--- config.mk ---
export PLATFORM = sky130hd
export DESIGN_NAME = clock_program_display_scheduler_unit
export DESIGN_NICKNAME = d
export VERILOG_FILES = /design/src/rtl/cpds_pkg.sv /design/src/rtl/clock_program_display_scheduler_unit.sv
export SDC_FILE = /design/constraint.sdc
export NUM_CORES = 1
export LEC_CHECK = 0
export ABC_AREA = 1
export BUFFER_PORTS_ARGS = -buffer_cell sky130_fd_sc_hd__clkbuf_2
export CORE_ASPECT_RATIO = 2
export CORE_MARGIN = 2
export CORE_UTILIZATION = 40
export CTS_CLUSTER_DIAMETER = 100
export DETAILED_ROUTE_END_ITERATION = 10
export PLACE_DENSITY = 0.57
export SLEW_MARGIN = 20
export SYNTH_ARGS = -nofsm -noshare
export SYNTH_HDL_FRONTEND = slang
export SYNTH_SLANG_ARGS = --single-unit
--- constraint.sdc ---
create_clock -name clk -period 5.6 [get_ports clk]
set_input_delay 0.84 -clock clk [delete_from_list [all_inputs] [get_ports clk]]
set_output_delay 0.84 -clock clk [all_outputs]
set_load 0.005 [all_outputs]
--- src/rtl/cpds_pkg.sv ---
// shared types, codes and segment tables for the clock program display scheduler
`timescale 1ns / 1ps

package cpds_pkg;

	// item function codes
	typedef enum logic [1:0] {
		FUNC_TICK      = 2'd0,
		FUNC_LOAD_TIME = 2'd1,
		FUNC_LOAD_TEMP = 2'd2
	} func_t;

	// display programs
	typedef enum logic [1:0] {
		PROG_TIME   = 2'd0,
		PROG_TEMP   = 2'd1,
		PROG_BOTH   = 2'd2,
		PROG_SILENT = 2'd3
	} prog_t;

	// switch pin positions (active low on the pins)
	localparam int SW_TEMP   = 0;
	localparam int SW_BOTH   = 1;
	localparam int SW_TIME   = 2;
	localparam int SW_SILENT = 3;

	// glyphs
	localparam logic [6:0] SEG_MINUS  = 7'b1000000;
	localparam logic [6:0] SEG_DEGREE = 7'b1100011;
	localparam logic [6:0] SEG_CEL    = 7'b0001111;
	localparam logic [6:0] SEG_MARK   = 7'b0001001;
	localparam logic [7:0] SYNC_DOT   = 8'h77;

	// clock reset values
	localparam logic [5:0] SEC_RESET  = 6'd57;
	localparam logic [5:0] MIN_RESET  = 6'd41;
	localparam logic [4:0] HOUR_RESET = 5'd23;
	localparam logic signed [7:0] TEMP_RESET = 8'sd42;

	// decimal digit to segment pattern
	function automatic logic [6:0] seg_digit(input logic [3:0] d);
		logic [6:0] s;
		case (d)
			4'd0: s = 7'b0111111;
			4'd1: s = 7'b0110000;
			4'd2: s = 7'b1101101;
			4'd3: s = 7'b1111001;
			4'd4: s = 7'b1110010;
			4'd5: s = 7'b1011011;
			4'd6: s = 7'b1011111;
			4'd7: s = 7'b0110001;
			4'd8: s = 7'b1111111;
			4'd9: s = 7'b1111011;
			default: s = 7'b0000000;
		endcase
		return s;
	endfunction

	// tens digit of a value below 100, by parallel compares
	function automatic logic [3:0] tens_of(input logic [6:0] v);
		logic [3:0] t;
		if (v >= 7'd90)      t = 4'd9;
		else if (v >= 7'd80) t = 4'd8;
		else if (v >= 7'd70) t = 4'd7;
		else if (v >= 7'd60) t = 4'd6;
		else if (v >= 7'd50) t = 4'd5;
		else if (v >= 7'd40) t = 4'd4;
		else if (v >= 7'd30) t = 4'd3;
		else if (v >= 7'd20) t = 4'd2;
		else if (v >= 7'd10) t = 4'd1;
		else                 t = 4'd0;
		return t;
	endfunction

	// ones digit given the tens digit
	function automatic logic [3:0] ones_of(input logic [6:0] v, input logic [3:0] t);
		logic [6:0] r;
		r = v - 7'({3'd0, t} * 7'd10);
		return r[3:0];
	endfunction

endpackage

--- src/rtl/clock_program_display_scheduler_unit.sv ---
// top level: clock, program select and display word scheduler
`timescale 1ns / 1ps

// path: an accepted transaction is registered in the input register, and its result is
//   loaded into the output register when the compute stage advances
// throughput: one transaction per cycle while the output is not stalled, set by
//   the single compute stage between the input register and the output register
// reset: arst_n clears valids and sets the clock to 23:41:57, temperature 42,
//   sync status 0, time program and the time request armed
module clock_program_display_scheduler_unit (
	input  logic        clk,
	input  logic        arst_n,
	input  logic        in_valid,
	output logic        in_ready,
	input  logic [1:0]  func,
	input  logic [3:0]  switches,
	input  logic [4:0]  new_hours,
	input  logic [5:0]  new_minutes,
	input  logic [5:0]  new_seconds,
	input  logic [7:0]  new_sync_status,
	input  logic signed [7:0] new_temperature,
	output logic        out_valid,
	input  logic        out_ready,
	output logic [31:0] display_word,
	output logic        word_valid,
	output logic        request_temp,
	output logic        request_time,
	output logic [1:0]  program_res,
	output logic [4:0]  hours,
	output logic [5:0]  minutes,
	output logic [5:0]  seconds
);
	import cpds_pkg::*;

	// input register
	logic        valid_s1;
	logic [1:0]  func_s1;
	logic [3:0]  switches_s1;
	logic [4:0]  new_hours_s1;
	logic [5:0]  new_minutes_s1;
	logic [5:0]  new_seconds_s1;
	logic [7:0]  new_sync_s1;
	logic signed [7:0] new_temp_s1;

	// block state
	logic [5:0]  sec_q;
	logic [5:0]  min_q;
	logic [4:0]  hour_q;
	logic [7:0]  sync_q;
	logic signed [7:0] temp_q;
	prog_t       prog_q;
	logic        armed_q;

	// next state and result
	logic [5:0]  sec_n;
	logic [5:0]  min_n;
	logic [4:0]  hour_n;
	logic [7:0]  sync_n;
	logic signed [7:0] temp_n;
	prog_t       prog_n;
	logic        armed_n;
	logic [31:0] word_n;
	logic        wvalid_n;
	logic        rtemp_n;
	logic        rtime_n;

	logic        advance;
	logic [3:0]  low;
	logic        sec_wrap;
	logic        min_wrap;
	logic [5:0]  sec_tick;
	logic [5:0]  min_tick;
	logic [4:0]  hour_tick;
	logic [31:0] time_word;
	logic [31:0] temp_word;

	// handshake: the output register frees the compute stage
	assign advance  = valid_s1 && (!out_valid || out_ready);
	assign in_ready = !valid_s1 || advance;

	// input register
	always_ff @(posedge clk or negedge arst_n) begin
		if (!arst_n) begin
			valid_s1 <= 1'b0;
		end else if (in_ready) begin
			valid_s1 <= in_valid;
		end
	end

	always_ff @(posedge clk) begin
		if (in_valid && in_ready) begin
			func_s1        <= func;
			switches_s1    <= switches;
			new_hours_s1   <= new_hours;
			new_minutes_s1 <= new_minutes;
			new_seconds_s1 <= new_seconds;
			new_sync_s1    <= new_sync_status;
			new_temp_s1    <= new_temperature;
		end
	end

	// clock after one tick, with carries
	assign sec_tick  = sec_wrap ? 6'd0 : sec_q + 6'd1;
	assign min_tick  = !sec_wrap ? min_q : (min_wrap ? 6'd0 : min_q + 6'd1);
	assign hour_tick = !(sec_wrap && min_wrap) ? hour_q :
		((hour_q >= 5'd23) ? 5'd0 : hour_q + 5'd1);

	// time word from the ticked clock
	always_comb begin
		logic [6:0] hv;
		logic [6:0] mv;
		logic [3:0] ht;
		logic [3:0] mt;
		hv = {2'd0, hour_tick};
		mv = {1'd0, min_tick};
		ht = tens_of(hv);
		mt = tens_of(mv);
		time_word = {1'b0, seg_digit(ht), 1'b0, seg_digit(ones_of(hv, ht)),
			(sync_q == SYNC_DOT), seg_digit(mt), 1'b0, seg_digit(ones_of(mv, mt))};
	end

	// temperature word, clamped to the displayable range
	always_comb begin
		logic signed [7:0] t;
		logic [6:0] tv;
		logic [3:0] tt;
		logic [7:0] mag;
		t = temp_q;
		if (t < -8'sd9) t = -8'sd9;
		if (t > 8'sd99) t = 8'sd99;
		tv  = t[6:0];
		tt  = tens_of(tv);
		mag = -t;
		if (t < 8'sd0) begin
			temp_word = {1'b0, SEG_MINUS, 1'b0, seg_digit(mag[3:0]),
				1'b0, SEG_DEGREE, 1'b0, SEG_CEL};
		end else if (t < 8'sd10) begin
			temp_word = {1'b0, seg_digit(tv[3:0]), 1'b0, SEG_DEGREE,
				1'b0, SEG_CEL, 1'b0, SEG_MARK};
		end else begin
			temp_word = {1'b0, seg_digit(tt), 1'b0, seg_digit(ones_of(tv, tt)),
				1'b0, SEG_DEGREE, 1'b0, SEG_CEL};
		end
	end

	assign low      = ~switches_s1;
	assign sec_wrap = (sec_q >= 6'd59);
	assign min_wrap = (min_q >= 6'd59);

	// per-transaction update
	always_comb begin
		sec_n    = sec_q;
		min_n    = min_q;
		hour_n   = hour_q;
		sync_n   = sync_q;
		temp_n   = temp_q;
		prog_n   = prog_q;
		armed_n  = armed_q;
		word_n   = 32'd0;
		wvalid_n = 1'b0;
		rtemp_n  = 1'b0;
		rtime_n  = 1'b0;
		case (func_s1)
			FUNC_TICK: begin
				// clock advance with carries
				sec_n  = sec_tick;
				min_n  = min_tick;
				hour_n = hour_tick;
				// program pick, first matching pin wins
				if (prog_q != PROG_TEMP && low[SW_TEMP])            prog_n = PROG_TEMP;
				else if (prog_q != PROG_BOTH && low[SW_BOTH])       prog_n = PROG_BOTH;
				else if (prog_q != PROG_TIME && low[SW_TIME])       prog_n = PROG_TIME;
				else if (prog_q != PROG_SILENT && low[SW_SILENT])   prog_n = PROG_SILENT;
				// read requests
				rtemp_n = (sec_n == 6'd15);
				if (sec_n == 6'd45 && armed_q) begin
					armed_n = 1'b0;
					rtime_n = 1'b1;
				end
				if (sec_n == 6'd46) armed_n = 1'b1;
				// display scheduling
				if (sec_n == 6'd30 && (prog_n == PROG_TEMP || prog_n == PROG_BOTH)) begin
					word_n   = temp_word;
					wvalid_n = 1'b1;
				end
				if (sec_n == 6'd0 && (prog_n == PROG_TIME || prog_n == PROG_BOTH ||
					(prog_n == PROG_SILENT && (min_n == 6'd0 || min_n == 6'd15 ||
					min_n == 6'd30 || min_n == 6'd45)))) begin
					word_n   = time_word;
					wvalid_n = 1'b1;
				end
			end
			FUNC_LOAD_TIME: begin
				hour_n = new_hours_s1;
				min_n  = new_minutes_s1;
				sec_n  = new_seconds_s1;
				sync_n = new_sync_s1;
			end
			FUNC_LOAD_TEMP: begin
				if (new_temp_s1 > 8'sd99)       temp_n = 8'sd99;
				else if (new_temp_s1 < -8'sd9)  temp_n = -8'sd9;
				else                            temp_n = new_temp_s1;
			end
			default: begin
			end
		endcase
	end

	// state registers
	always_ff @(posedge clk or negedge arst_n) begin
		if (!arst_n) begin
			sec_q   <= SEC_RESET;
			min_q   <= MIN_RESET;
			hour_q  <= HOUR_RESET;
			sync_q  <= 8'd0;
			temp_q  <= TEMP_RESET;
			prog_q  <= PROG_TIME;
			armed_q <= 1'b1;
		end else if (advance) begin
			sec_q   <= sec_n;
			min_q   <= min_n;
			hour_q  <= hour_n;
			sync_q  <= sync_n;
			temp_q  <= temp_n;
			prog_q  <= prog_n;
			armed_q <= armed_n;
		end
	end

	// output register
	always_ff @(posedge clk or negedge arst_n) begin
		if (!arst_n) begin
			out_valid <= 1'b0;
		end else if (advance) begin
			out_valid <= 1'b1;
		end else if (out_ready) begin
			out_valid <= 1'b0;
		end
	end

	always_ff @(posedge clk) begin
		if (advance) begin
			display_word <= word_n;
			word_valid   <= wvalid_n;
			request_temp <= rtemp_n;
			request_time <= rtime_n;
			program_res  <= prog_n;
			hours        <= hour_n;
			minutes      <= min_n;
			seconds      <= sec_n;
		end
	end

	// at most one event per result
	assert property (@(posedge clk) disable iff (!arst_n)
		out_valid |-> $onehot0({word_valid, request_temp, request_time}))
		else $error("more than one event flagged in one result");

	// time requests only at second 45
	assert property (@(posedge clk) disable iff (!arst_n)
		out_valid && request_time |-> seconds == 6'd45)
		else $error("time request away from second 45");

	// display words only at second 0 or 30
	assert property (@(posedge clk) disable iff (!arst_n)
		out_valid && word_valid |-> (seconds == 6'd0 || seconds == 6'd30))
		else $error("display word at an unscheduled second");

	// a stalled compute stage keeps its transaction
	assert property (@(posedge clk) disable iff (!arst_n)
		valid_s1 && !advance |=> valid_s1 && $stable(func_s1))
		else $error("stalled transaction lost from input register");

endmodule
==> impl_metrics.toml <==
[logic_synthesis]
synth_area_per_cell_um2 = 8.96
synth_ff_type = "edfxtp_1"
share_of_synthesized_registers_carrying_an_async_set_or_reset = 0.297
netlist_area_mm2 = 0.00745
synth_enable_flop_cells = 90
ys_seq_elements = 128
synth_cells = 831
synth_cell_types = 57
synth-seq-area-share = 0.493
synth.yosys.warnings = 0

[clocking]
cts_inserted_buffers = 17
ctsLongestPathBuffers = 2
count_of_cells_resized_by_post_cts_repair = 0
tritoncts = "built"
clock_tree.htree_level_count = 4
clock_insertion_delay_worst_skew_ns = 0.44
clock_slew_at_reported_path_ffs_ns = 0.06
post_cts_hold_buffer_count = 0
root_buffer = "clkbuf_16"
post-cts-setup-buffers = 0
cts.sink_count = 128

[global_route]
maximum_number_of_pins_on_one_net_before_global_route_repair = 86
number_of_global_route_vias_before_repair = 5958
grt.total_usage = 0.194
globalRoute.totalOverflow = 0
antenna_violations_before_repair = 0
first_pass_grt_wire_length_mm = 29.2

[die]
y_dimension_of_the_die_um = 197
boundaryPins = 99
floorplan.die_area_mm2 = 0.0198
row_count = 70
initial_core_util = 0.407
die_x_um = 100
core_mm2 = 0.0183

[detailed_routing]
dr_total_vias = 5919
routed_wirelength_mm = 18.1
routedWlPerCell_um = 15.5
detail_route.first_pass.iterations = 4
drt_iter0_drc = 295
postRouteAntennaNets = 0
route.detailed.vias_per_inst = 5.07
drcViolationCount = 0

[placed_design]
dp_hpwl_mm = 13.8
place_ws_ns = 0.833
dpl.cell_count = 1136
gp_routability_congestion = 0.855
placement.cell_area_mm2 = 0.00818
buffer_ports.inserted = 95

[worst_setup_path]
crit_fanout = 9
crit_start_category = "flop"
setup.worst_path.class = "reg -> reg"
cp_data_required_time_ns = 5.78
endpoint_kind = "flop"
worstRegToRegCells = 26
crit_arrival_ns = 4.98

[final_layout]
area_growth_from_synthesis_to_layout_pct = 17.7
fin_nets = 1026
post_layout_nonfiller_instances = 1168
fin_area_mm2 = 0.00877
antenna-diode-count = 0
layout-drive-gt1-share = 0.212

[timing]
timing.final.crit_period_ns = 4.80
worstMarginPinSlew_ns = 0.972
final.setup.tns_ns = 0
whs_ns = 0.466
setup_violations = 0
hold_violations = 0
finClkSkew_ns = 0.0206
relSlewSlack = 0.349
final_critical_path_setup_slack_ns = 0.801
final_min_period_over_clock_period = 0.857
unrepaired_setup_endpoints_after_global_routing = "no"
maxSlewViolCount = 0
max_clock_freq_mhz = 208

[worst_hold_path]
holdCritPathClass = "in -> async"

[pwr]
cellLeakagePower_uw = 0.00398
power.density_cell_area_mw_per_mm2 = 553
ir_worst_vdd_mv = 0.333

[flow_run]
maxCapViolations = 0

[status]
run_status = "finished, final reports clean"
## final cells by class
class | count | area [um^2]
clock inverters | 9 | 108
inverters | 119 | 449
clock buffers | 23 | 478
fillers | 1736 | 9540
well taps | 216 | 270
multi-input cells | 571 | 3260
repair buffers | 102 | 528
flip-flops and latches | 128 | 3670
## path summary, 6_finish.rpt
path,startpoint,end,slack [ns]
min reg2reg,new_sync_s1[6],sync_q[6],0.47
max reg2reg,temp_q[1],display_word[19],0.80
max,temp_q[1],display_word[19],0.80
min in group clk,new_sync_s1[6],sync_q[6],0.47
max in group asynchronous,arst_n,hour_q[1],4.75
min,arst_n,sync_q[3],0.47
## sequential cells by signal, indices dropped and copies added, names as in the netlist, 2 cells and up
name            count
seconds             6
min_q               6
new_hours_s1        5
sec_q               6
hours               5
new_seconds_s1      6
minutes             6
prog_q              2
func_s1             2
temp_q              8
program_res         2
sync_q              8
new_minutes_s1      6
hour_q              5
switches_s1         4
display_word       29
new_sync_s1         8
new_temp_s1         8
## logic make-up (layout without fill, tap and decap cells)
group / after synthesis / after routing / synth area share
AO/OA/AOI/OAI: 176 / 176 / 0.138
XOR/XNOR: 2 / 2 / 0.00235
adder cells (fa/ha/maj): 44 / 44 / 0.0769
buffers and inverters: 134 / 253 / 0.0701
flip-flops: 128 / 128 / 0.493
multiplexers: 4 / 4 / 0.00605
other: 1 / 3 / 0.000503
AND/OR/NAND/NOR: 342 / 342 / 0.213
## Yosys cell counts (3+ instances only)
cell type,instances,share of area
mux2_2,4,0.0060
o21bai_1,4,0.0040
ha_1,41,0.069
nor2_4,4,0.0060
edfxtp_1,90,0.36
nor2_2,7,0.0059
o31ai_1,3,0.0030
nand2_4,3,0.0045
inv_1,105,0.053
nand2_1,179,0.090
o21ai_1,15,0.010
dfrtp_1,23,0.077
buf_4,4,0.0040
o22ai_1,4,0.0034
nor4_1,3,0.0025
o211ai_1,5,0.0050
a22oi_1,7,0.0071
nand4_1,9,0.0076
clkbuf_1,10,0.0050
nand3_2,4,0.0054
dfstp_2,15,0.053
nand2_2,8,0.0067
a21oi_1,42,0.028
o21ai_0,71,0.048
o221ai_1,9,0.011
a31oi_1,3,0.0025
nor2_1,62,0.031
inv_2,7,0.0035
nor3_1,9,0.0060
o21ai_2,3,0.0035
nand3_1,41,0.028
clkinv_1,6,0.0030
fa_1,3,0.0081
## critical path: stages, from the launching register on
cell and delay [ns]:
dfstp_2 0.51, inv_1 0.05, o21ai_0 0.16, o2111ai_1 0.13, ha_1 0.40, nor2_1 0.19
nand2_1 0.12, nand3_4 0.16, inv_1 0.09, nor2_2 0.29, inv_1 0.14, ha_1 0.23
inv_1 0.13, nand3_1 0.09, a21oi_1 0.31, nand2_1 0.19, ha_1 0.21, inv_1 0.06
fa_1 0.52, inv_1 0.14, nand2_1 0.07, o21ai_0 0.07, nand2_1 0.07, nand3_1 0.06
nand2_1 0.05, nand2_1 0.07, nand2_1 0.04
## cells in the final DEF (no fill, tap or decap), drive strengths merged, types with 5 or more instances in the layout
| cell | count |
|---|---|
| ha | 41 |
| dfstp | 15 |
| clkbuf | 118 |
| o21ai | 89 |
| nand4 | 10 |
| buf | 7 |
| nand2 | 190 |
| nor3 | 11 |
| nand3 | 47 |
| o221ai | 9 |
| edfxtp | 90 |
| o211ai | 6 |
| inv | 115 |
| nor2 | 74 |
| a22oi | 7 |
| clkinv | 9 |
| dfrtp | 23 |
| o22ai | 5 |
| a21oi | 44 |
## per-layer routing
| metal | track usage | part of all wire | vias up |
|---|---|---|---|
| li1 | - | - | 3041 |
| met1 | 0.195 | 0.36 | 2721 |
| met2 | 0.370 | 0.57 | 119 |
| met3 | 0.0305 | 0.028 | 38 |
| met4 | 0.100 | 0.036 | 0 |
| met5 | 0 | 0 | - |
## power breakdown
part,switching [uW],internal [uW],total (uW)
Sequential,113,1260,1370
Clock,416,689,1100
Combinational,1590,778,2370
## through the flow
step                      utilization  total power (uW)
final                           0.479              4840
after global routing            0.479              5260
after CTS                       0.479              4870
after detailed placement        0.447              3740
after global placement          0.447              3720
after floorplan                     -              3150
Power figures use the tool's default switching activity.
